$ cat config.mk
export PLATFORM = sky130hd
export DESIGN_NAME = servo_homing_ramp_flat
export DESIGN_NICKNAME = d
export VERILOG_FILES = /design/src/sv/srvhr_pkg.sv /design/src/sv/srvhr_ifs.sv /design/src/sv/srvhr_front.sv /design/src/sv/srvhr_queue.sv /design/src/sv/srvhr_back.sv /design/src/sv/servo_homing_ramp.sv /design/src/flat_wrapper.sv
export SDC_FILE = /design/constraint.sdc
export NUM_CORES = 1
export LEC_CHECK = 0
export ABC_AREA = 1
export BUFFER_PORTS_ARGS = -buffer_cell sky130_fd_sc_hd__buf_2
export CAP_MARGIN = 30
export CORE_ASPECT_RATIO = 1.2
export CORE_MARGIN = 4
export CORE_UTILIZATION = 35
export CTS_BUF_LIST = sky130_fd_sc_hd__clkbuf_4 sky130_fd_sc_hd__clkbuf_8
export DETAILED_ROUTE_END_ITERATION = 6
export PLACE_DENSITY = 0.6
export SKIP_LAST_GASP = 1
export SYNTH_ARGS = -nofsm -noshare
export SYNTH_HDL_FRONTEND = slang
export SYNTH_HIERARCHICAL = 1
export SYNTH_SLANG_ARGS = --single-unit
$ cat constraint.sdc
create_clock -name clk -period 11.6 [get_ports clk]
set_input_delay 1.74 -clock clk [delete_from_list [all_inputs] [get_ports clk]]
set_output_delay 1.74 -clock clk [all_outputs]
set_load 0.02 [all_outputs]
$ cat src/sv/srvhr_pkg.sv
// Package for the servo homing ramp: configuration and queue item types,
// timing and duty constants, command codes and the shared window clamp.
// No dependencies.
package srvhr_pkg;

    localparam logic [9:0] BOOT_WAIT_TICKS = 10'd80;
    localparam logic [9:0] SETTLE_TICKS    = 10'd120;
    localparam logic [9:0] MIN_STEP_TICKS  = 10'd20;
    localparam logic [9:0] STEP_NUM        = 10'd1000;

    localparam longint DUTY_MIN   = 250;
    localparam longint DUTY_MAX   = 1250;
    localparam longint ANGLE_SPAN = 180;
    localparam int     DUTY_SHIFT = 16;
    localparam logic [31:0] DUTY_MUL = 32'(((DUTY_MAX - DUTY_MIN) * (64'd1 << DUTY_SHIFT)
                                            + ANGLE_SPAN - 1) / ANGLE_SPAN);

    localparam logic [7:0]         ANGLE_MAX   = 8'd180;
    localparam logic signed [10:0] ANGLE_MAX_S = 11'sd180;

    localparam logic [3:0] DIV_LAST = 4'd9;

    localparam logic [8:0] SPEED_MIN = 9'd1;
    localparam logic [8:0] SPEED_MAX = 9'd360;

    localparam logic [1:0] CMD_TICK    = 2'd0;
    localparam logic [1:0] CMD_START   = 2'd1;
    localparam logic [1:0] CMD_RESOLVE = 2'd2;

    localparam logic [1:0] KIND_TICK    = 2'd0;
    localparam logic [1:0] KIND_START   = 2'd1;
    localparam logic [1:0] KIND_RESOLVE = 2'd2;
    localparam logic [1:0] KIND_NOP     = 2'd3;

    localparam logic [2:0] REG_START   = 3'd0;
    localparam logic [2:0] REG_HOME    = 3'd1;
    localparam logic [2:0] REG_TRIM    = 3'd2;
    localparam logic [2:0] REG_LIMIT   = 3'd3;
    localparam logic [2:0] REG_REVERSE = 3'd4;
    localparam logic [2:0] REG_SPEED   = 3'd5;

    typedef logic [1:0] kind_t;

    typedef struct packed {
        logic [7:0]        start_angle;
        logic [7:0]        home_angle;
        logic signed [5:0] trim_angle;
        logic [7:0]        limit_angle;
        logic              reverse_dir;
        logic [8:0]        ramp_speed;
    } cfg_t;

    typedef struct packed {
        kind_t             kind;
        logic signed [8:0] resolved;
    } item_t;

    function automatic logic [7:0] home_clamp(input logic [7:0] home);
        return (home > ANGLE_MAX) ? ANGLE_MAX : home;
    endfunction

    function automatic logic [7:0] window_clamp(
        input logic signed [10:0] deg,
        input logic [7:0]         home,
        input logic [7:0]         limit
    );
        logic [7:0]         h;
        logic signed [10:0] lo;
        logic signed [10:0] hi;
        logic signed [10:0] r;
        h  = home_clamp(home);
        lo = $signed({3'b000, h}) - $signed({3'b000, limit});
        hi = $signed({3'b000, h}) + $signed({3'b000, limit});
        if (lo < 0)
            lo = '0;
        if (hi > ANGLE_MAX_S)
            hi = ANGLE_MAX_S;
        r = deg;
        if (deg < lo)
            r = lo;
        else if (deg > hi)
            r = hi;
        return r[7:0];
    endfunction

endpackage

$ cat src/sv/srvhr_ifs.sv
// Valid/ready channel interfaces for command transactions and result transactions.
// No dependencies.
interface srvhr_in_if;
    logic              valid;
    logic              ready;
    logic [1:0]        cmd;
    logic signed [8:0] offset_deg;

    modport source (output valid, output cmd, output offset_deg, input ready);
    modport sink   (input valid, input cmd, input offset_deg, output ready);
endinterface

interface srvhr_out_if;
    logic              valid;
    logic              ready;
    logic [10:0]       duty;
    logic [7:0]        commanded_angle;
    logic signed [8:0] resolved_angle;
    logic              busy_res;
    logic              done_res;

    modport source (output valid, output duty, output commanded_angle,
                    output resolved_angle, output busy_res, output done_res, input ready);
    modport sink   (input valid, input duty, input commanded_angle,
                    input resolved_angle, input busy_res, input done_res, output ready);
endinterface

$ cat src/sv/srvhr_front.sv
// Front end: accepts command transactions, decodes the command and answers resolve.
// Depends on srvhr_pkg and srvhr_in_if.
module srvhr_front (
    srvhr_in_if.sink          item,
    input  srvhr_pkg::cfg_t   cfg,
    output logic              push_valid,
    input  logic              push_ready,
    output srvhr_pkg::item_t  push_data
);

    logic [7:0]         home_w;
    logic signed [10:0] target_deg;
    logic [7:0]         win_w;
    logic signed [8:0]  answer;

    assign home_w     = srvhr_pkg::home_clamp(cfg.home_angle);
    assign target_deg = $signed({3'b000, home_w}) + {{2{item.offset_deg[8]}}, item.offset_deg};
    assign win_w      = srvhr_pkg::window_clamp(target_deg, cfg.home_angle, cfg.limit_angle);
    assign answer     = $signed({1'b0, win_w}) + {{3{cfg.trim_angle[5]}}, cfg.trim_angle};

    assign push_valid = item.valid;
    assign item.ready = push_ready;

    always_comb
    begin
        push_data.resolved = '0;
        case (item.cmd)
            srvhr_pkg::CMD_TICK:    push_data.kind = srvhr_pkg::KIND_TICK;
            srvhr_pkg::CMD_START:   push_data.kind = srvhr_pkg::KIND_START;
            srvhr_pkg::CMD_RESOLVE:
            begin
                push_data.kind     = srvhr_pkg::KIND_RESOLVE;
                push_data.resolved = answer;
            end
            default:                push_data.kind = srvhr_pkg::KIND_NOP;
        endcase
    end

endmodule

$ cat src/sv/srvhr_queue.sv
// Small FIFO of decoded transactions between the front end and the sequencer.
// Depends on srvhr_pkg.
module srvhr_queue #(
    parameter int DEPTH = 2
) (
    input  logic             clk,
    input  logic             rst_n,
    input  logic             push_valid,
    output logic             push_ready,
    input  srvhr_pkg::item_t push_data,
    output logic             pop_valid,
    input  logic             pop_ready,
    output srvhr_pkg::item_t pop_data
);

    localparam int PTR_W = (DEPTH > 1) ? $clog2(DEPTH) : 1;
    localparam int CNT_W = $clog2(DEPTH + 1);

    srvhr_pkg::item_t mem [DEPTH];

    logic [PTR_W-1:0] wr_ptr_reg, wr_ptr_next;
    logic [PTR_W-1:0] rd_ptr_reg, rd_ptr_next;
    logic [CNT_W-1:0] count_reg, count_next;
    logic             push;
    logic             pop;

    assign push_ready = (count_reg != CNT_W'(DEPTH));
    assign pop_valid  = (count_reg != '0);
    assign pop_data   = mem[rd_ptr_reg];
    assign push       = push_valid && push_ready;
    assign pop        = pop_valid && pop_ready;

    always_comb
    begin
        wr_ptr_next = wr_ptr_reg;
        rd_ptr_next = rd_ptr_reg;
        count_next  = count_reg;
        if (push)
            wr_ptr_next = (wr_ptr_reg == PTR_W'(DEPTH - 1)) ? '0 : wr_ptr_reg + 1'b1;
        if (pop)
            rd_ptr_next = (rd_ptr_reg == PTR_W'(DEPTH - 1)) ? '0 : rd_ptr_reg + 1'b1;
        if (push && !pop)
            count_next = count_reg + 1'b1;
        else if (pop && !push)
            count_next = count_reg - 1'b1;
    end

    always_ff @(posedge clk or negedge rst_n)
    begin
        if (!rst_n)
        begin
            wr_ptr_reg <= '0;
            rd_ptr_reg <= '0;
            count_reg  <= '0;
        end
        else
        begin
            wr_ptr_reg <= wr_ptr_next;
            rd_ptr_reg <= rd_ptr_next;
            count_reg  <= count_next;
        end
    end

    always_ff @(posedge clk)
    begin
        if (push)
            mem[wr_ptr_reg] <= push_data;
    end

endmodule

$ cat src/sv/srvhr_back.sv
// Sequencer: homing phases, step timing, bit-serial step-period divide, duty
// conversion and the result register. Depends on srvhr_pkg and srvhr_out_if.
module srvhr_back (
    input  logic             clk,
    input  logic             rst_n,
    input  srvhr_pkg::cfg_t  cfg,
    input  logic             q_valid,
    output logic             q_pop,
    input  srvhr_pkg::item_t q_data,
    srvhr_out_if.source      result
);

    localparam logic [2:0] PH_IDLE   = 3'd0;
    localparam logic [2:0] PH_BOOT   = 3'd1;
    localparam logic [2:0] PH_RAMP   = 3'd2;
    localparam logic [2:0] PH_SETTLE = 3'd3;
    localparam logic [2:0] PH_DONE   = 3'd4;

    localparam logic B_RUN = 1'b0;
    localparam logic B_DIV = 1'b1;

    function automatic logic [10:0] duty_of(
        input logic [7:0]        ang,
        input logic signed [5:0] trim,
        input logic              rev
    );
        logic signed [9:0] sum;
        logic [7:0]        a;
        logic [31:0]       prod;
        sum = $signed({2'b00, ang}) + {{4{trim[5]}}, trim};
        if (sum < 0)
            a = '0;
        else if (sum > 10'sd180)
            a = srvhr_pkg::ANGLE_MAX;
        else
            a = sum[7:0];
        if (rev)
            a = srvhr_pkg::ANGLE_MAX - a;
        prod = {24'b0, a} * srvhr_pkg::DUTY_MUL;
        return 11'(srvhr_pkg::DUTY_MIN + longint'(prod >> srvhr_pkg::DUTY_SHIFT));
    endfunction

    logic [2:0]  phase_reg, phase_next;
    logic [9:0]  wait_count_reg, wait_count_next;
    logic [9:0]  step_ticks_reg, step_ticks_next;
    logic [7:0]  current_angle_reg, current_angle_next;
    logic [7:0]  target_angle_reg, target_angle_next;
    logic        step_dir_reg, step_dir_next;
    logic [10:0] duty_reg, duty_next;
    logic        bstate_reg, bstate_next;
    logic [3:0]  div_cnt_reg, div_cnt_next;
    logic [8:0]  rem_reg, rem_next;
    logic [9:0]  quo_reg, quo_next;
    logic [9:0]  num_reg, num_next;
    logic [7:0]  start_pos_reg, start_pos_next;
    logic        out_valid_reg, out_valid_next;

    logic [10:0]       out_duty_reg;
    logic [7:0]        out_angle_reg;
    logic signed [8:0] out_resolved_reg;
    logic              out_busy_reg;
    logic              out_done_reg;

    logic              out_free;
    logic              load;
    logic              duty_load;
    logic [7:0]        duty_ang;
    logic signed [8:0] resolved_w;
    logic [9:0]        wc_dec;
    logic [9:0]        trial;
    logic [9:0]        trial_diff;
    logic              fit;
    logic [9:0]        quo_shift;
    logic [9:0]        step_d;
    logic [7:0]        step_from;
    logic [7:0]        step_ang;
    logic [7:0]        s_ang;
    logic [7:0]        t_ang;
    logic              phase_busy;

    assign out_free   = !out_valid_reg || result.ready;
    assign phase_busy = (phase_reg inside {PH_BOOT, PH_RAMP, PH_SETTLE});
    assign wc_dec     = (wait_count_reg != '0) ? wait_count_reg - 10'd1 : '0;
    assign s_ang      = srvhr_pkg::window_clamp($signed({3'b000, cfg.start_angle}),
                                                cfg.home_angle, cfg.limit_angle);
    assign t_ang      = srvhr_pkg::window_clamp($signed({3'b000, cfg.home_angle}),
                                                cfg.home_angle, cfg.limit_angle);
    assign trial      = {rem_reg, num_reg[9]};
    assign fit        = (trial >= {1'b0, cfg.ramp_speed});
    assign trial_diff = trial - {1'b0, cfg.ramp_speed};
    assign quo_shift  = {quo_reg[8:0], fit};
    assign step_d     = (quo_shift < srvhr_pkg::MIN_STEP_TICKS) ?
                        srvhr_pkg::MIN_STEP_TICKS : quo_shift;
    assign step_from  = (bstate_reg == B_DIV) ? start_pos_reg : current_angle_reg;
    assign step_ang   = step_dir_reg ? step_from - 8'd1 : step_from + 8'd1;

    always_comb
    begin
        phase_next         = phase_reg;
        wait_count_next    = wait_count_reg;
        step_ticks_next    = step_ticks_reg;
        current_angle_next = current_angle_reg;
        target_angle_next  = target_angle_reg;
        step_dir_next      = step_dir_reg;
        duty_next          = duty_reg;
        bstate_next        = bstate_reg;
        div_cnt_next       = div_cnt_reg;
        rem_next           = rem_reg;
        quo_next           = quo_reg;
        num_next           = num_reg;
        start_pos_next     = start_pos_reg;
        q_pop              = 1'b0;
        load               = 1'b0;
        duty_load          = 1'b0;
        duty_ang           = target_angle_reg;
        resolved_w         = '0;

        case (bstate_reg)
            B_RUN:
            begin
                if (q_valid && out_free)
                begin
                    q_pop      = 1'b1;
                    load       = 1'b1;
                    resolved_w = q_data.resolved;
                    case (q_data.kind)
                        srvhr_pkg::KIND_TICK:
                        begin
                            if (phase_busy)
                            begin
                                wait_count_next = wc_dec;
                                if (wc_dec == '0)
                                begin
                                    case (phase_reg)
                                        PH_BOOT:
                                        begin
                                            target_angle_next = t_ang;
                                            if (s_ang == t_ang)
                                            begin
                                                current_angle_next = t_ang;
                                                duty_ang           = t_ang;
                                                duty_load          = 1'b1;
                                                phase_next         = PH_DONE;
                                            end
                                            else
                                            begin
                                                load           = 1'b0;
                                                bstate_next    = B_DIV;
                                                div_cnt_next   = '0;
                                                rem_next       = '0;
                                                quo_next       = '0;
                                                num_next       = srvhr_pkg::STEP_NUM;
                                                start_pos_next = s_ang;
                                                step_dir_next  = (t_ang < s_ang);
                                            end
                                        end
                                        PH_RAMP:
                                        begin
                                            if (current_angle_reg == target_angle_reg)
                                            begin
                                                current_angle_next = target_angle_reg;
                                                duty_ang           = target_angle_reg;
                                                duty_load          = 1'b1;
                                                if (srvhr_pkg::SETTLE_TICKS == '0)
                                                    phase_next = PH_DONE;
                                                else
                                                begin
                                                    phase_next      = PH_SETTLE;
                                                    wait_count_next = srvhr_pkg::SETTLE_TICKS;
                                                end
                                            end
                                            else
                                            begin
                                                current_angle_next = step_ang;
                                                duty_ang           = step_ang;
                                                duty_load          = 1'b1;
                                                wait_count_next    = step_ticks_reg;
                                            end
                                        end
                                        PH_SETTLE: phase_next = PH_DONE;
                                        default: ;
                                    endcase
                                end
                            end
                        end
                        srvhr_pkg::KIND_START:
                        begin
                            current_angle_next = (cfg.start_angle > srvhr_pkg::ANGLE_MAX) ?
                                                 srvhr_pkg::ANGLE_MAX : cfg.start_angle;
                            duty_ang           = cfg.start_angle;
                            duty_load          = 1'b1;
                            wait_count_next    = srvhr_pkg::BOOT_WAIT_TICKS;
                            phase_next         = PH_BOOT;
                        end
                        default: ;
                    endcase
                end
            end
            B_DIV:
            begin
                rem_next     = fit ? trial_diff[8:0] : trial[8:0];
                quo_next     = quo_shift;
                num_next     = {num_reg[8:0], 1'b0};
                div_cnt_next = div_cnt_reg + 4'd1;
                if (div_cnt_reg == srvhr_pkg::DIV_LAST)
                begin
                    step_ticks_next    = step_d;
                    wait_count_next    = step_d;
                    current_angle_next = step_ang;
                    duty_ang           = step_ang;
                    duty_load          = 1'b1;
                    phase_next         = PH_RAMP;
                    load               = 1'b1;
                    bstate_next        = B_RUN;
                end
            end
            default: bstate_next = B_RUN;
        endcase

        if (duty_load)
            duty_next = duty_of(duty_ang, cfg.trim_angle, cfg.reverse_dir);

        if (load)
            out_valid_next = 1'b1;
        else if (result.ready)
            out_valid_next = 1'b0;
        else
            out_valid_next = out_valid_reg;
    end

    always_ff @(posedge clk or negedge rst_n)
    begin
        if (!rst_n)
        begin
            phase_reg         <= PH_IDLE;
            wait_count_reg    <= '0;
            step_ticks_reg    <= '0;
            current_angle_reg <= '0;
            target_angle_reg  <= '0;
            step_dir_reg      <= 1'b0;
            duty_reg          <= 11'(srvhr_pkg::DUTY_MIN);
            bstate_reg        <= B_RUN;
            div_cnt_reg       <= '0;
            out_valid_reg     <= 1'b0;
        end
        else
        begin
            phase_reg         <= phase_next;
            wait_count_reg    <= wait_count_next;
            step_ticks_reg    <= step_ticks_next;
            current_angle_reg <= current_angle_next;
            target_angle_reg  <= target_angle_next;
            step_dir_reg      <= step_dir_next;
            duty_reg          <= duty_next;
            bstate_reg        <= bstate_next;
            div_cnt_reg       <= div_cnt_next;
            out_valid_reg     <= out_valid_next;
        end
    end

    always_ff @(posedge clk)
    begin
        rem_reg       <= rem_next;
        quo_reg       <= quo_next;
        num_reg       <= num_next;
        start_pos_reg <= start_pos_next;
        if (load)
        begin
            out_duty_reg     <= duty_next;
            out_angle_reg    <= current_angle_next;
            out_resolved_reg <= resolved_w;
            out_busy_reg     <= (phase_next inside {PH_BOOT, PH_RAMP, PH_SETTLE});
            out_done_reg     <= (phase_next == PH_DONE);
        end
    end

    assign result.valid           = out_valid_reg;
    assign result.duty            = out_duty_reg;
    assign result.commanded_angle = out_angle_reg;
    assign result.resolved_angle  = out_resolved_reg;
    assign result.busy_res        = out_busy_reg;
    assign result.done_res        = out_done_reg;

    a_div_in_boot: assert property (@(posedge clk) disable iff (!rst_n)
        bstate_reg == B_DIV |-> phase_reg == PH_BOOT)
        else $error("divide running outside the boot phase");

    a_div_out_empty: assert property (@(posedge clk) disable iff (!rst_n)
        bstate_reg == B_DIV |-> !out_valid_reg)
        else $error("result register occupied during divide");

    a_ramp_target: assert property (@(posedge clk) disable iff (!rst_n)
        (phase_reg == PH_RAMP && $past(phase_reg) == PH_RAMP) |-> $stable(target_angle_reg))
        else $error("ramp target changed mid ramp");

    a_ramp_period: assert property (@(posedge clk) disable iff (!rst_n)
        phase_reg == PH_RAMP |-> (step_ticks_reg >= srvhr_pkg::MIN_STEP_TICKS
                                  && wait_count_reg <= step_ticks_reg))
        else $error("step timer out of range");

    a_duty_range: assert property (@(posedge clk) disable iff (!rst_n)
        out_valid_reg |-> (out_duty_reg >= 11'(srvhr_pkg::DUTY_MIN)
                           && out_duty_reg <= 11'(srvhr_pkg::DUTY_MAX)))
        else $error("duty outside the pulse range");

endmodule

$ cat src/sv/servo_homing_ramp.sv
// Servo homing ramp, one channel: the sequencer pops each queued transaction and
// registers its result, one per cycle while results are taken and no divide runs.
// The tick ending the boot wait with a move to make runs the bit-serial step-period
// divide first and pops nothing until done. Up to QUEUE_DEPTH transactions wait
// between parts. Reset: config to defaults, phase idle, duty 250, queue, result empty.
// Depends on srvhr_pkg, srvhr_ifs, srvhr_front, srvhr_queue and srvhr_back.
module servo_homing_ramp #(
    parameter int QUEUE_DEPTH = 2
) (
    input  logic        clk,
    input  logic        rst_n,
    srvhr_in_if.sink    item,
    srvhr_out_if.source result,
    input  logic        psel,
    input  logic        penable,
    input  logic        pwrite,
    input  logic [4:0]  paddr,
    input  logic [31:0] pwdata,
    output logic [31:0] prdata,
    output logic        pready
);

    srvhr_pkg::cfg_t  cfg_reg, cfg_next;
    srvhr_pkg::item_t push_data;
    srvhr_pkg::item_t pop_data;
    logic             push_valid;
    logic             push_ready;
    logic             pop_valid;
    logic             pop_ready;
    logic             wr_en;

    assign pready = 1'b1;
    assign wr_en  = psel && penable && pwrite && pready;

    always_comb
    begin
        cfg_next = cfg_reg;
        if (wr_en)
        begin
            case (paddr[4:2])
                srvhr_pkg::REG_START:   cfg_next.start_angle = pwdata[7:0];
                srvhr_pkg::REG_HOME:    cfg_next.home_angle  = pwdata[7:0];
                srvhr_pkg::REG_TRIM:    cfg_next.trim_angle  = $signed(pwdata[5:0]);
                srvhr_pkg::REG_LIMIT:   cfg_next.limit_angle = pwdata[7:0];
                srvhr_pkg::REG_REVERSE: cfg_next.reverse_dir = pwdata[0];
                srvhr_pkg::REG_SPEED:
                begin
                    if (pwdata[8:0] inside {[srvhr_pkg::SPEED_MIN:srvhr_pkg::SPEED_MAX]})
                        cfg_next.ramp_speed = pwdata[8:0];
                end
                default: ;
            endcase
        end
    end

    always_comb
    begin
        case (paddr[4:2])
            srvhr_pkg::REG_START:   prdata = {24'b0, cfg_reg.start_angle};
            srvhr_pkg::REG_HOME:    prdata = {24'b0, cfg_reg.home_angle};
            srvhr_pkg::REG_TRIM:    prdata = {{26{cfg_reg.trim_angle[5]}}, cfg_reg.trim_angle};
            srvhr_pkg::REG_LIMIT:   prdata = {24'b0, cfg_reg.limit_angle};
            srvhr_pkg::REG_REVERSE: prdata = {31'b0, cfg_reg.reverse_dir};
            srvhr_pkg::REG_SPEED:   prdata = {23'b0, cfg_reg.ramp_speed};
            default:                prdata = '0;
        endcase
    end

    always_ff @(posedge clk or negedge rst_n)
    begin
        if (!rst_n)
        begin
            cfg_reg.start_angle <= 8'd45;
            cfg_reg.home_angle  <= 8'd0;
            cfg_reg.trim_angle  <= 6'sd3;
            cfg_reg.limit_angle <= 8'd60;
            cfg_reg.reverse_dir <= 1'b0;
            cfg_reg.ramp_speed  <= 9'd10;
        end
        else
        begin
            cfg_reg <= cfg_next;
        end
    end

    srvhr_front u_front (
        .item       (item),
        .cfg        (cfg_reg),
        .push_valid (push_valid),
        .push_ready (push_ready),
        .push_data  (push_data)
    );

    srvhr_queue #(
        .DEPTH (QUEUE_DEPTH)
    ) u_queue (
        .clk        (clk),
        .rst_n      (rst_n),
        .push_valid (push_valid),
        .push_ready (push_ready),
        .push_data  (push_data),
        .pop_valid  (pop_valid),
        .pop_ready  (pop_ready),
        .pop_data   (pop_data)
    );

    srvhr_back u_back (
        .clk     (clk),
        .rst_n   (rst_n),
        .cfg     (cfg_reg),
        .q_valid (pop_valid),
        .q_pop   (pop_ready),
        .q_data  (pop_data),
        .result  (result)
    );

endmodule

$ cat src/flat_wrapper.sv
// flat-port wrapper written by rule: the top's interface ports become plain ports
module servo_homing_ramp_flat 
#(
    parameter int QUEUE_DEPTH = 2
)
  (clk, rst_n, psel, penable, pwrite, paddr, pwdata, prdata, pready, item_valid, item_cmd, item_offset_deg, item_ready, result_valid, result_duty, result_commanded_angle, result_resolved_angle, result_busy_res, result_done_res, result_ready);
  srvhr_in_if item_i ();
  srvhr_out_if result_i ();
  input  logic clk;
  input  logic rst_n;
  input  logic psel;
  input  logic penable;
  input  logic pwrite;
  input  logic [4:0] paddr;
  input  logic [31:0] pwdata;
  output logic [31:0] prdata;
  output logic pready;
  input wire logic [$bits(item_i.valid)-1:0] item_valid;
  input wire logic [$bits(item_i.cmd)-1:0] item_cmd;
  input wire logic [$bits(item_i.offset_deg)-1:0] item_offset_deg;
  output wire logic [$bits(item_i.ready)-1:0] item_ready;
  output wire logic [$bits(result_i.valid)-1:0] result_valid;
  output wire logic [$bits(result_i.duty)-1:0] result_duty;
  output wire logic [$bits(result_i.commanded_angle)-1:0] result_commanded_angle;
  output wire logic [$bits(result_i.resolved_angle)-1:0] result_resolved_angle;
  output wire logic [$bits(result_i.busy_res)-1:0] result_busy_res;
  output wire logic [$bits(result_i.done_res)-1:0] result_done_res;
  input wire logic [$bits(result_i.ready)-1:0] result_ready;
  assign item_i.valid = item_valid;
  assign item_i.cmd = item_cmd;
  assign item_i.offset_deg = item_offset_deg;
  assign item_ready = item_i.ready;
  assign result_valid = result_i.valid;
  assign result_duty = result_i.duty;
  assign result_commanded_angle = result_i.commanded_angle;
  assign result_resolved_angle = result_i.resolved_angle;
  assign result_busy_res = result_i.busy_res;
  assign result_done_res = result_i.done_res;
  assign result_i.ready = result_ready;
  servo_homing_ramp #(.QUEUE_DEPTH(QUEUE_DEPTH)) u_core (.clk(clk), .rst_n(rst_n), .item(item_i), .result(result_i), .psel(psel), .penable(penable), .pwrite(pwrite), .paddr(paddr), .pwdata(pwdata), .prdata(prdata), .pready(pready));
endmodule
; Word level (Yosys, flattened, before mapping)
; Memory sizes are Yosys's and may differ from the RTL's.
; Cells that the tools add are included.
[word_totals]
ff_bits = 167
ram_bits = 22
in_bits = 55
output_inout_bits = 65
word_cells = 246
memories = 1
[op_classes]
add_sub_neg = 16
multipliers = 1
n_lt_le_gt_ge = 17
n_eq_ne = 28
mux = 118
bitwise_logic = 3
reduce_logical = 34
[memory_table]
columns = memory, depth, word_bits, read_ports, rd_ports_with_merged_regs, wr, line
row1 = u_core.u_queue.mem, 2, 11, 1, 0, 1, srvhr_queue.sv:19  ; srvhr_pkg::item_t mem [DEPTH];
[ops]
columns = operator, n
row1 = 2-to-1 mux 8 bit, 26
row2 = case mux 32 bit (6 select lines), 1
row3 = 2-to-1 mux 10 bit, 14
row4 = 2-to-1 mux 9 bit, 15
row5 = case mux 8 bit (2 select lines), 6
row6 = case mux 10 bit (2 select lines), 3
row7 = case mux 9 bit (2 select lines), 2
row8 = multiplier 8 x 19 -> 27 bit (second input constant), 1
row9 = 2-to-1 mux 1 bit, 25
row10 = 2-to-1 mux 4 bit, 6
row11 = less-than comparator 9 x 11 -> 1 bit, 2
row12 = 2-to-1 mux 11 bit, 2
row13 = == test 3 x 2 -> 1 bit (second input constant), 6
row14 = greater-than comparator 8 x 9 -> 1 bit, 2
row15 = 2-to-1 mux 3 bit, 6
row16 = == test 8 bit, 2
row17 = greater-than comparator 8 bit (second input constant), 2
row18 = inequality test 2 bit (second input constant), 6
row19 = case mux 3 bit (2 select lines), 2
row20 = AND reduction 2 bit, 6
row21 = AND reduction 6 bit, 2
row22 = adder 8 x 11 -> 11 bit (first input constant), 1
row23 = greater-than comparator 11 x 9 -> 1 bit (second input constant), 1
row24 = less-than comparator 10 x 11 -> 1 bit, 1
row25 = other kinds (50), 77

; Longest topological paths before layout
; Gate-level depths: netlist (run 1).
[depth]
ltp_word = 27
depth_mapped = 90
mapped_depth_nobuf = 89

; By module
; The synthesis (run 1) kept the hierarchy.
[modules_own_cells]
columns = module, instances, cells_per_inst, area_each_um2, seq_area_each_um2
row1 = srvhr_back, 1, 1626, 11970.2, 3325.7
row2 = srvhr_front, 1, 418, 2384.8, 0.0
row3 = servo_homing_ramp, 1, 272, 2232.1, 1016.0
row4 = srvhr_queue, 1, 86, 1042.2, 760.7

; Worst setup path before layout (run 1)
; Ideal clock, no wire load.
[synth_timing]
path_kind = flip-flop to flip-flop
start = register u_core/cfg_reg[31] in the netlist's numbering
end = register u_core.u_back.out_duty_reg[9], in the netlist u_core/u_back/result.duty[9] (data pin)
setup_ns = 0.257
arrival_ns = 12.327
t_required_ns = 11.343
slack_ns = -0.984
stages_incl_launch_ff = 77
n_path_buf = 2
period_less_slack_ns = 12.584
cell_sequence = dfrtp_1 > inv_1 > nor4_1 > nand2_1 > nand2_1 > inv_1 > nor2_1 > ha_1 > inv_1 > fa_1 > nor2_1 > nor2_1 > o21bai_1 > a21oi_1 > o21bai_1 > xor2_1 > o21bai_1 > nand2_1 > [... 41 more ...] > fa_1 > fa_1 > inv_1 > fa_1 > inv_1 > ha_1 > a21oi_1 > o21ai_0 > a211oi_1 > o211ai_2 > xnor2_2 > nand2_2 > nor2_4 > nand2_2 > nand2_1 > nand2_1 > nand3_1 > nand2_1
[synth_between]
elab_chain_len = 27
elab_cells_between_ends = 43
classes_between = add/sub: 5 / mul: 1 / order compare: 9 / eq/ne: 1 / mux: 27
[synth_rtl]
columns = element, line
row1 = "start, declared", servo_homing_ramp.sv:23  ; srvhr_pkg::cfg_t cfg_reg, cfg_next;
row2 = "start signal, assigned", servo_homing_ramp.sv:82  ; cfg_reg <= cfg_next;
row3 = greater-than comparator 8 bit, srvhr_pkg.sv:59  ; return (home > ANGLE_MAX) ? ANGLE_MAX : home;
row4 = 2-to-1 mux 8 bit, srvhr_pkg.sv:59
row5 = adder 8 x 8 -> 9 bit, srvhr_pkg.sv:73  ; hi = $signed({3'b000, h}) + $signed({3'b000, limit});
row6 = greater-than comparator 11 x 9 -> 1 bit, srvhr_pkg.sv:76  ; if (hi > ANGLE_MAX_S)
row7 = 2-to-1 mux 9 bit, srvhr_pkg.sv:76
row8 = greater-than comparator 8 x 9 -> 1 bit, srvhr_pkg.sv:81  ; else if (deg > hi)
row9 = 2-to-1 mux 8 bit, srvhr_pkg.sv:81
row10 = 2-to-1 mux 8 bit (*), srvhr_pkg.sv:79  ; if (deg < lo)
row11 = net u_core.u_back.t_ang[3], srvhr_back.sv:78  ; logic [7:0] t_ang;
row12 = [... 12 more ...], -
row13 = 2-to-1 mux 8 bit, srvhr_back.sv:220  ; if (duty_load)
row14 = subtractor 8 bit, srvhr_back.sv:38  ; a = srvhr_pkg::ANGLE_MAX - a;
row15 = 2-to-1 mux 8 bit, srvhr_back.sv:37  ; if (rev)
row16 = 2-to-1 mux 8 bit, srvhr_back.sv:220
row17 = multiplier 8 x 19 -> 27 bit, srvhr_back.sv:39  ; prod = {24'b0, a} * srvhr_pkg::DUTY_MUL;
row18 = adder 8 x 11 -> 11 bit, srvhr_back.sv:40  ; return 11'(srvhr_pkg::DUTY_MIN + longint'(prod >> srvhr_pkg::DUTY_SHIFT));
row19 = 2-to-1 mux 11 bit (*), srvhr_back.sv:220
row20 = net u_core.u_back.duty_next[9], srvhr_back.sv:49  ; logic [10:0] duty_reg, duty_next;
row21 = "end signal, assigned", srvhr_back.sv:269  ; out_duty_reg <= duty_next;
row22 = "end, declared", srvhr_back.sv:58  ; logic [10:0] out_duty_reg;
; Mark *: on every way through the listed nets, which the timed path passes. The rest lies on a longest branch. The select of a mux whose other input is x is not followed.
; A chain may end at the register's enable or synchronous reset.

; Final worst setup path (run 1)
[layout_timing]
start = register u_core/cfg_reg[31] in the netlist's numbering
end = register u_core.u_back.out_duty_reg[8], in the netlist u_core/u_back/result.duty[8] (data pin)
; The elaborated chain is that of the path after synthesis.

==> flow_summary.json, run 1 <==
{
  "worstSetupEndpointType": "flip-flop",
  "crit_path_max_incr_delay_ns": 0.51,
  "gp_congestion": 0.9358,
  "async_flop_share_pct": 54.30,
  "grt_pass1_wl_mm": 85.70,
  "detail_route.wl_per_cell_um": 15.77,
  "fin_skew_ns": 0.02471,
  "setup_slack_ns": -0.9469,
  "cts_htree_levels": 4,
  "drv_cap": 0,
  "violations": "negative setup slack",
  "setup_violations": 22,
  "place_ws_ns": -1.421,
  "tns_ns": -16.23,
  "drt_iter0_markers": 995,
  "min_path_type": "flip-flop to flip-flop",
  "cp.required_ns": 11.88,
  "crit_top_cell": "inv_2",
  "firstDrtPassIters": 5,
  "row_count": 89,
  "seqCellArea_um2": 5109,
  "tightest_slew_ns": 0.9521,
  "min_to": "u_core/u_back/duty_reg[0]$_DFF_PN0_",
  "cts-root-buf": "clkbuf_8",
  "synthDistinctLibCells": 67,
  "synth_edf_count": 85,
  "max-clock-path-buffers": 2,
  "synthCells": 2402,
  "num_vias": 17011,
  "hold_start": "u_core/u_back/duty_reg[0]$_DFF_PN0_",
  "start_util_pct": 35.58,
  "portBuffers": 93,
  "arrival_ns": 12.83,
  "crit_family": "simple AND/OR/NAND/NOR gates",
  "start_kind": "flip-flop",
  "ys_ff_latch": 186,
  "totalWireLength_mm": 53.44,
  "relSlewSlack_pct": 36.29,
  "drtAntennaViolNets": 0,
  "r2r_slack_ns": -0.95,
  "nets": 3014,
  "grt_start_max_net_pins": 60,
  "worstSetupPathType": "flip-flop to flip-flop",
  "overflow": 0,
  "first_global_vias": 17014,
  "report.final.hold_viol_count": 0,
  "cts.sinks": 186,
  "clk_latency_ns": 0.54,
  "numCtsBuffers": 17,
  "largest_reg_flops": 40,
  "dieHeight_um": 253.9,
  "rsz0062_at_grt": "true",
  "fin_crit_ns": 12.55,
  "syn_area_per_cell_um2": 7.339,
  "hold_buffers": 0,
  "drv_slew": 0,
  "die_area_um2": 54040,
  "r2r_cells": 78,
  "critPathSlowestCell": "fa_1",
  "worstReg2RegStart": "u_core/cfg_reg[31]$_DFFE_PN0P_",
  "die_w_um": 212.9,
  "coreArea_um2": 49550,
  "multi_input_area_um2": 11620,
  "viasPerCell": 5.021,
  "r2r_end": "u_core/u_back/result.duty[8]$_DFFE_PP_",
  "placed_cells": 3309,
  "grt_usage_pct": 19.72,
  "period_share_pct": 108.2,
  "syn_nets": 2679,
  "critPathBufInv": 17,
  "hpwl_mm": 41.38,
  "synth-main-ff-cell": "edfxtp_1",
  "area_delta_synth_final_pct": 26.02,
  "ios": 120,
  "path_max_fanout": 7,
  "final_cells": 3388,
  "cts_tree": "done",
  "run_status": "finished with violations",
  "fmax_mhz": 79.70,
  "netlist_area_um2": 17630,
  "ys_seq_area_share_pct": 28.94,
  "yosysWarnings": 6,
  "hold_depth": 2,
  "clk_pin_slew_ns": 0.10,
  "fill_cells": 4927,
  "hold_slack_ns": 0.4785,
  "drc": 0,
  "antenna_found_initial": 1,
  "drive_gt1_share_pct": 27.27
}
==> worst register-to-register path: cells and delay by family (launching register included) <==
kind	cells	cell delay, ns
AO/OA/AOI/OAI	15	2.26
XOR/XNOR	4	0.75
adder cells (fa/ha/maj)	12	3.67
buffers and inverters	17	1.41
flip-flops	1	0.38
AND/OR/NAND/NOR	30	3.84
==> Yosys cell counts, drive strengths merged, types with 7 or more instances <==
cell type,number,area share (%)
dfstp,18,2.7
nor2,206,4.8
a31oi,21,0.75
o211ai,25,1.1
clkbuf,30,0.64
nand3b,10,0.45
nor4,7,0.25
nand3,122,3.8
a211oi,12,0.51
nand2,613,14
ha,192,14
nand4,27,0.96
xnor2,11,0.59
o21ai,157,4.8
o22ai,15,0.53
nor3,25,0.87
or2,19,0.67
dfrtp,83,12
fa,30,3.4
a221oi,8,0.40
a21oi,140,4.1
inv,403,8.6
buf,43,1.8
edfxtp,85,14
o21a,11,0.47
o21bai,13,0.55
xor2,39,2.1
==> area by class of cell <==
type                            count  area share (%)
Multi-Input combinational cell   1738           52.30
Sequential cell                   186           23.00
Timing Repair Buffer              389           12.26
Inverter                          405           6.888
Tap cell                          637           3.588
Clock buffer                       17           1.053
Clock inverter                     15          0.9011
Antenna cell                        1         0.01126
==> how the worst max path moves through the flow <==
stage                                               from                                       to  slack (ns)  depth (start not counted)
after floorplan           u_core/cfg_reg[25]$_DFFE_PN0P_   u_core/u_back/result.duty[9]$_DFFE_PP_       -0.14                         78
after global placement    u_core/cfg_reg[26]$_DFFE_PN0P_  u_core/u_back/result.duty[10]$_DFFE_PP_       -1.19                         81
after detailed placement  u_core/cfg_reg[26]$_DFFE_PN0P_  u_core/u_back/result.duty[10]$_DFFE_PP_       -1.42                         78
after CTS                 u_core/cfg_reg[29]$_DFFE_PN0P_   u_core/u_back/result.duty[9]$_DFFE_PP_       -0.70                         81
after global routing      u_core/cfg_reg[31]$_DFFE_PN0P_   u_core/u_back/result.duty[8]$_DFFE_PP_       -1.62                         82
final                     u_core/cfg_reg[31]$_DFFE_PN0P_   u_core/u_back/result.duty[8]$_DFFE_PP_       -0.95                         78
==> timing repair <==
| item | CTS | global route |
|---|---|---|
| gates resized for setup | 107 | 110 |
| pin swaps | 67 | 88 |
| endpoints found under the setup margin | 22 | 22 |
| buffers inserted | 35 | 14 |
==> metrics by stage <==
| step | util, % | instance area, um^2 |
|---|---|---|
| floorplan | - | 17880 |
| global placement | 41.54 | 20590 |
| detailed placement | 41.54 | 20590 |
| CTS | 43.73 | 21670 |
| global route | 44.83 | 22220 |
| finish | 44.83 | 22220 |
==> cells by family after synthesis <==
kind of cell / share of synthesized area (%)
DFF: 28.94
other: 0.04260
muxes: 0.06387
buffers and inverters: 11.01
adders and majority gates: 17.03
AOI/OAI and AO/OA: 14.36
xor gates and xnor gates: 2.654
and+or+nand+nor: 25.88
==> metal layers <==
metal | GRT usage [%] | vias to the layer above | wire [um]
met3 | 2.469 | 134 | 1875
li1 | - | 8506 | -
met2 | 35.36 | 421 | 27220
met4 | 9.113 | 0 | 2208
met1 | 23.39 | 7950 | 22130
met5 | 0 | - | 0
==> layout by cell type, fill, tap and decap left out, types with 15 or more instances in the layout <==
cell | synthesis | layout
a21oi_1 | 136 | 116
a21oi_2 | 2 | 17
a31oi_1 | 21 | 18
buf_2 | 7 | 92
buf_4 | 29 | 288
clkbuf_8 | 0 | 17
dfrtp_1 | 83 | 78
dfstp_2 | 18 | 18
edfxtp_1 | 85 | 85
fa_1 | 30 | 23
ha_1 | 192 | 167
ha_4 | 0 | 24
inv_1 | 392 | 364
inv_2 | 11 | 35
nand2_1 | 576 | 527
nand2_2 | 28 | 63
nand2_4 | 9 | 23
nand3_1 | 111 | 99
nand3_2 | 11 | 20
nand4_1 | 27 | 27
nor2_1 | 195 | 181
nor3_1 | 22 | 17
o211ai_1 | 24 | 24
o21ai_0 | 132 | 102
o21ai_1 | 9 | 28
o21ai_2 | 16 | 25
o22ai_1 | 15 | 15
xor2_1 | 36 | 33
Power of run 1 is left out: the tool's default activity adds up to more than one toggle a clock period on the data nets, which glitch-free logic cannot reach.
==> inputs of run 2 (changes only) <==
--- a/config.mk
+++ b/config.mk
@@ -14,6 +14,7 @@
 export CTS_BUF_LIST = sky130_fd_sc_hd__clkbuf_4 sky130_fd_sc_hd__clkbuf_8
 export DETAILED_ROUTE_END_ITERATION = 6
 export PLACE_DENSITY = 0.6
+export SETUP_SLACK_MARGIN = 0.5
 export SKIP_LAST_GASP = 1
 export SYNTH_ARGS = -nofsm -noshare
 export SYNTH_HDL_FRONTEND = slang
==> run 2 against run 1 <==
- the flow still finishes with violations (negative setup slack)
- core utilization down 0.27 points
- register-to-register slack better by 0.12 ns
- non-clock buffer count down 14
- fmax up 0.95%
- critical endpoint is now u_core/u_back/result.duty[9]$_DFFE_PP_
- count of clock-buffer cells in the layout up 5
- die area unchanged
- first-iteration DRC count down 7.1%
- critical path depth unchanged
- global-route usage down 0.17 points
- cell count down 0.41%
==> flow_summary.json, run 2 (synthesized netlist as in run 1, its figures left out) <==
{
  "report.final.hold_viol_count": 0,
  "cp.required_ns": 11.90,
  "start_kind": "flip-flop",
  "tns_ns": -14.55,
  "cts_htree_levels": 4,
  "drtAntennaViolNets": 0,
  "drt_iter0_markers": 924,
  "largest_reg_flops": 40,
  "numCtsBuffers": 17,
  "gp_congestion": 0.9251,
  "multi_input_area_um2": 11620,
  "min_path_type": "flip-flop to flip-flop",
  "hold_buffers": 0,
  "setup_slack_ns": -0.8286,
  "start_util_pct": 35.58,
  "area_delta_synth_final_pct": 25.25,
  "totalWireLength_mm": 53.39,
  "worstSetupPathType": "flip-flop to flip-flop",
  "placed_area_um2": 20500,
  "arrival_ns": 12.73,
  "grt_usage_pct": 19.55,
  "die_w_um": 212.9,
  "rsz0062_at_grt": "true",
  "mostFrequentLayoutCell": "nand2_1",
  "drive_gt1_share_pct": 26.86,
  "final_cell_mix": "537 x nand2_1, 364 x inv_1, 271 x buf_4",
  "r2r_cells": 78,
  "fmax_mhz": 80.46,
  "clk_pin_slew_ns": 0.11,
  "portBuffers": 93,
  "num_vias": 16903,
  "cts_tree": "done",
  "nets": 3000,
  "critPathSlowestCell": "fa_2",
  "ios": 120,
  "grt_pass1_wl_mm": 85.04,
  "detail_route.wl_per_cell_um": 15.82,
  "max-clock-path-buffers": 2,
  "firstDrtPassIters": 6,
  "clk_latency_ns": 0.54,
  "antenna_found_initial": 1,
  "run_status": "finished with violations",
  "hpwl_mm": 41.59,
  "violations": "negative setup slack",
  "cts-root-buf": "clkbuf_8",
  "tightest_slew_ns": 0.9815,
  "coreArea_um2": 49550,
  "grt_start_max_net_pins": 53,
  "fin_skew_ns": 0.03039,
  "crit_top_cell": "nand2_2",
  "path_max_fanout": 9,
  "fin_crit_ns": 12.43,
  "final_area_um2": 22080,
  "fill_cells": 4872,
  "viasPerCell": 5.010,
  "drv_slew": 0,
  "crit_path_max_incr_delay_ns": 0.62,
  "drc": 0,
  "period_share_pct": 107.1,
  "seqCellArea_um2": 5109,
  "first_global_vias": 16859,
  "die_area_um2": 54040,
  "relSlewSlack_pct": 34.33,
  "setup_violations": 22,
  "drv_cap": 0,
  "row_count": 89,
  "worstSetupEndpointType": "flip-flop",
  "cts.sinks": 186,
  "overflow": 0,
  "dieHeight_um": 253.9,
  "hold_depth": 2
}
[run 2: cell types whose count changed in the layout (fill, tap and decap cells not counted), sizes merged]
| cell | previous run | this run |
|---|---|---|
| buf | 389 | 375 |
| clkinvlp | 1 | 0 |
| bufinv | 2 | 1 |
| clkbuf | 17 | 22 |
| inv | 410 | 406 |
| clkinv | 7 | 8 |
[run 2: area by class of cell]
class                      instances  share of cell area [%]
antenna                            1                 0.01133
clock inverter                    10                  0.5156
clock buffer                      22                   1.286
sequential                       186                   23.14
tap                              637                   3.609
multi-input combinational       1738                   52.63
inverter                         405                   6.896
timing repair buffer             375                   11.91
[run 2: per-layer routing]
| metal | vias up | share of wire, % | global-route usage, % |
|---|---|---|---|
| met5 | - | 0 | 0 |
| li1 | 8469 | - | - |
| met2 | 412 | 51 | 35.21 |
| met1 | 7906 | 40 | 22.86 |
| met3 | 116 | 4.5 | 3.111 |
| met4 | 0 | 4.0 | 8.505 |
[run 2: worst paths after layout]
kind	from	endpoint	slack, ns
worst max-delay path	u_core/cfg_reg[30]$_DFFE_PN0P_	u_core/u_back/result.duty[9]$_DFFE_PP_	-0.83
worst min-delay path	u_core/u_back/duty_reg[0]$_DFF_PN0_	u_core/u_back/duty_reg[0]$_DFF_PN0_	0.49
worst max register to register	u_core/cfg_reg[30]$_DFFE_PN0P_	u_core/u_back/result.duty[9]$_DFFE_PP_	-0.83
worst min register to register	u_core/u_back/duty_reg[0]$_DFF_PN0_	u_core/u_back/duty_reg[0]$_DFF_PN0_	0.49
max in group asynchronous	rst_n	u_core/cfg_reg[26]$_DFFE_PN0P_	9.07
min in group asynchronous	rst_n	u_core/u_back/wait_count_reg[8]$_DFFE_PN0P_	1.26
[run 2: worst max-delay path: cells and delay by family (launching register included)]
kind | cells | cell delay [ns]
compound gates | 19 | 2.54
xor+xnor | 3 | 0.55
fa+ha+maj | 11 | 3.80
buf+inv | 12 | 1.18
flops | 1 | 0.43
simple gates | 33 | 3.65
[run 2: timing repair]
| action | CTS | global route |
|---|---|---|
| setup buffers | 28 | 19 |
| endpoints found under the setup margin | 22 | 22 |
| pin swaps | 92 | 89 |
| gates resized for setup | 89 | 113 |
[run 2: metrics by stage]
step	util, %	hold slack (ns)	instances	worst slack (ns)
2_1_floorplan	-	0.4340	2402	-0.1415
3_3_place_gp	41.36	0.4583	3294	-0.9877
3_5_place_dp	41.36	0.4614	3294	-1.279
4_1_cts	43.26	0.4891	3354	-0.6488
5_1_grt	44.56	0.4935	3374	-1.700
6_report	44.56	0.4860	3374	-0.8286
Power of run 2 is left out for the same reason.
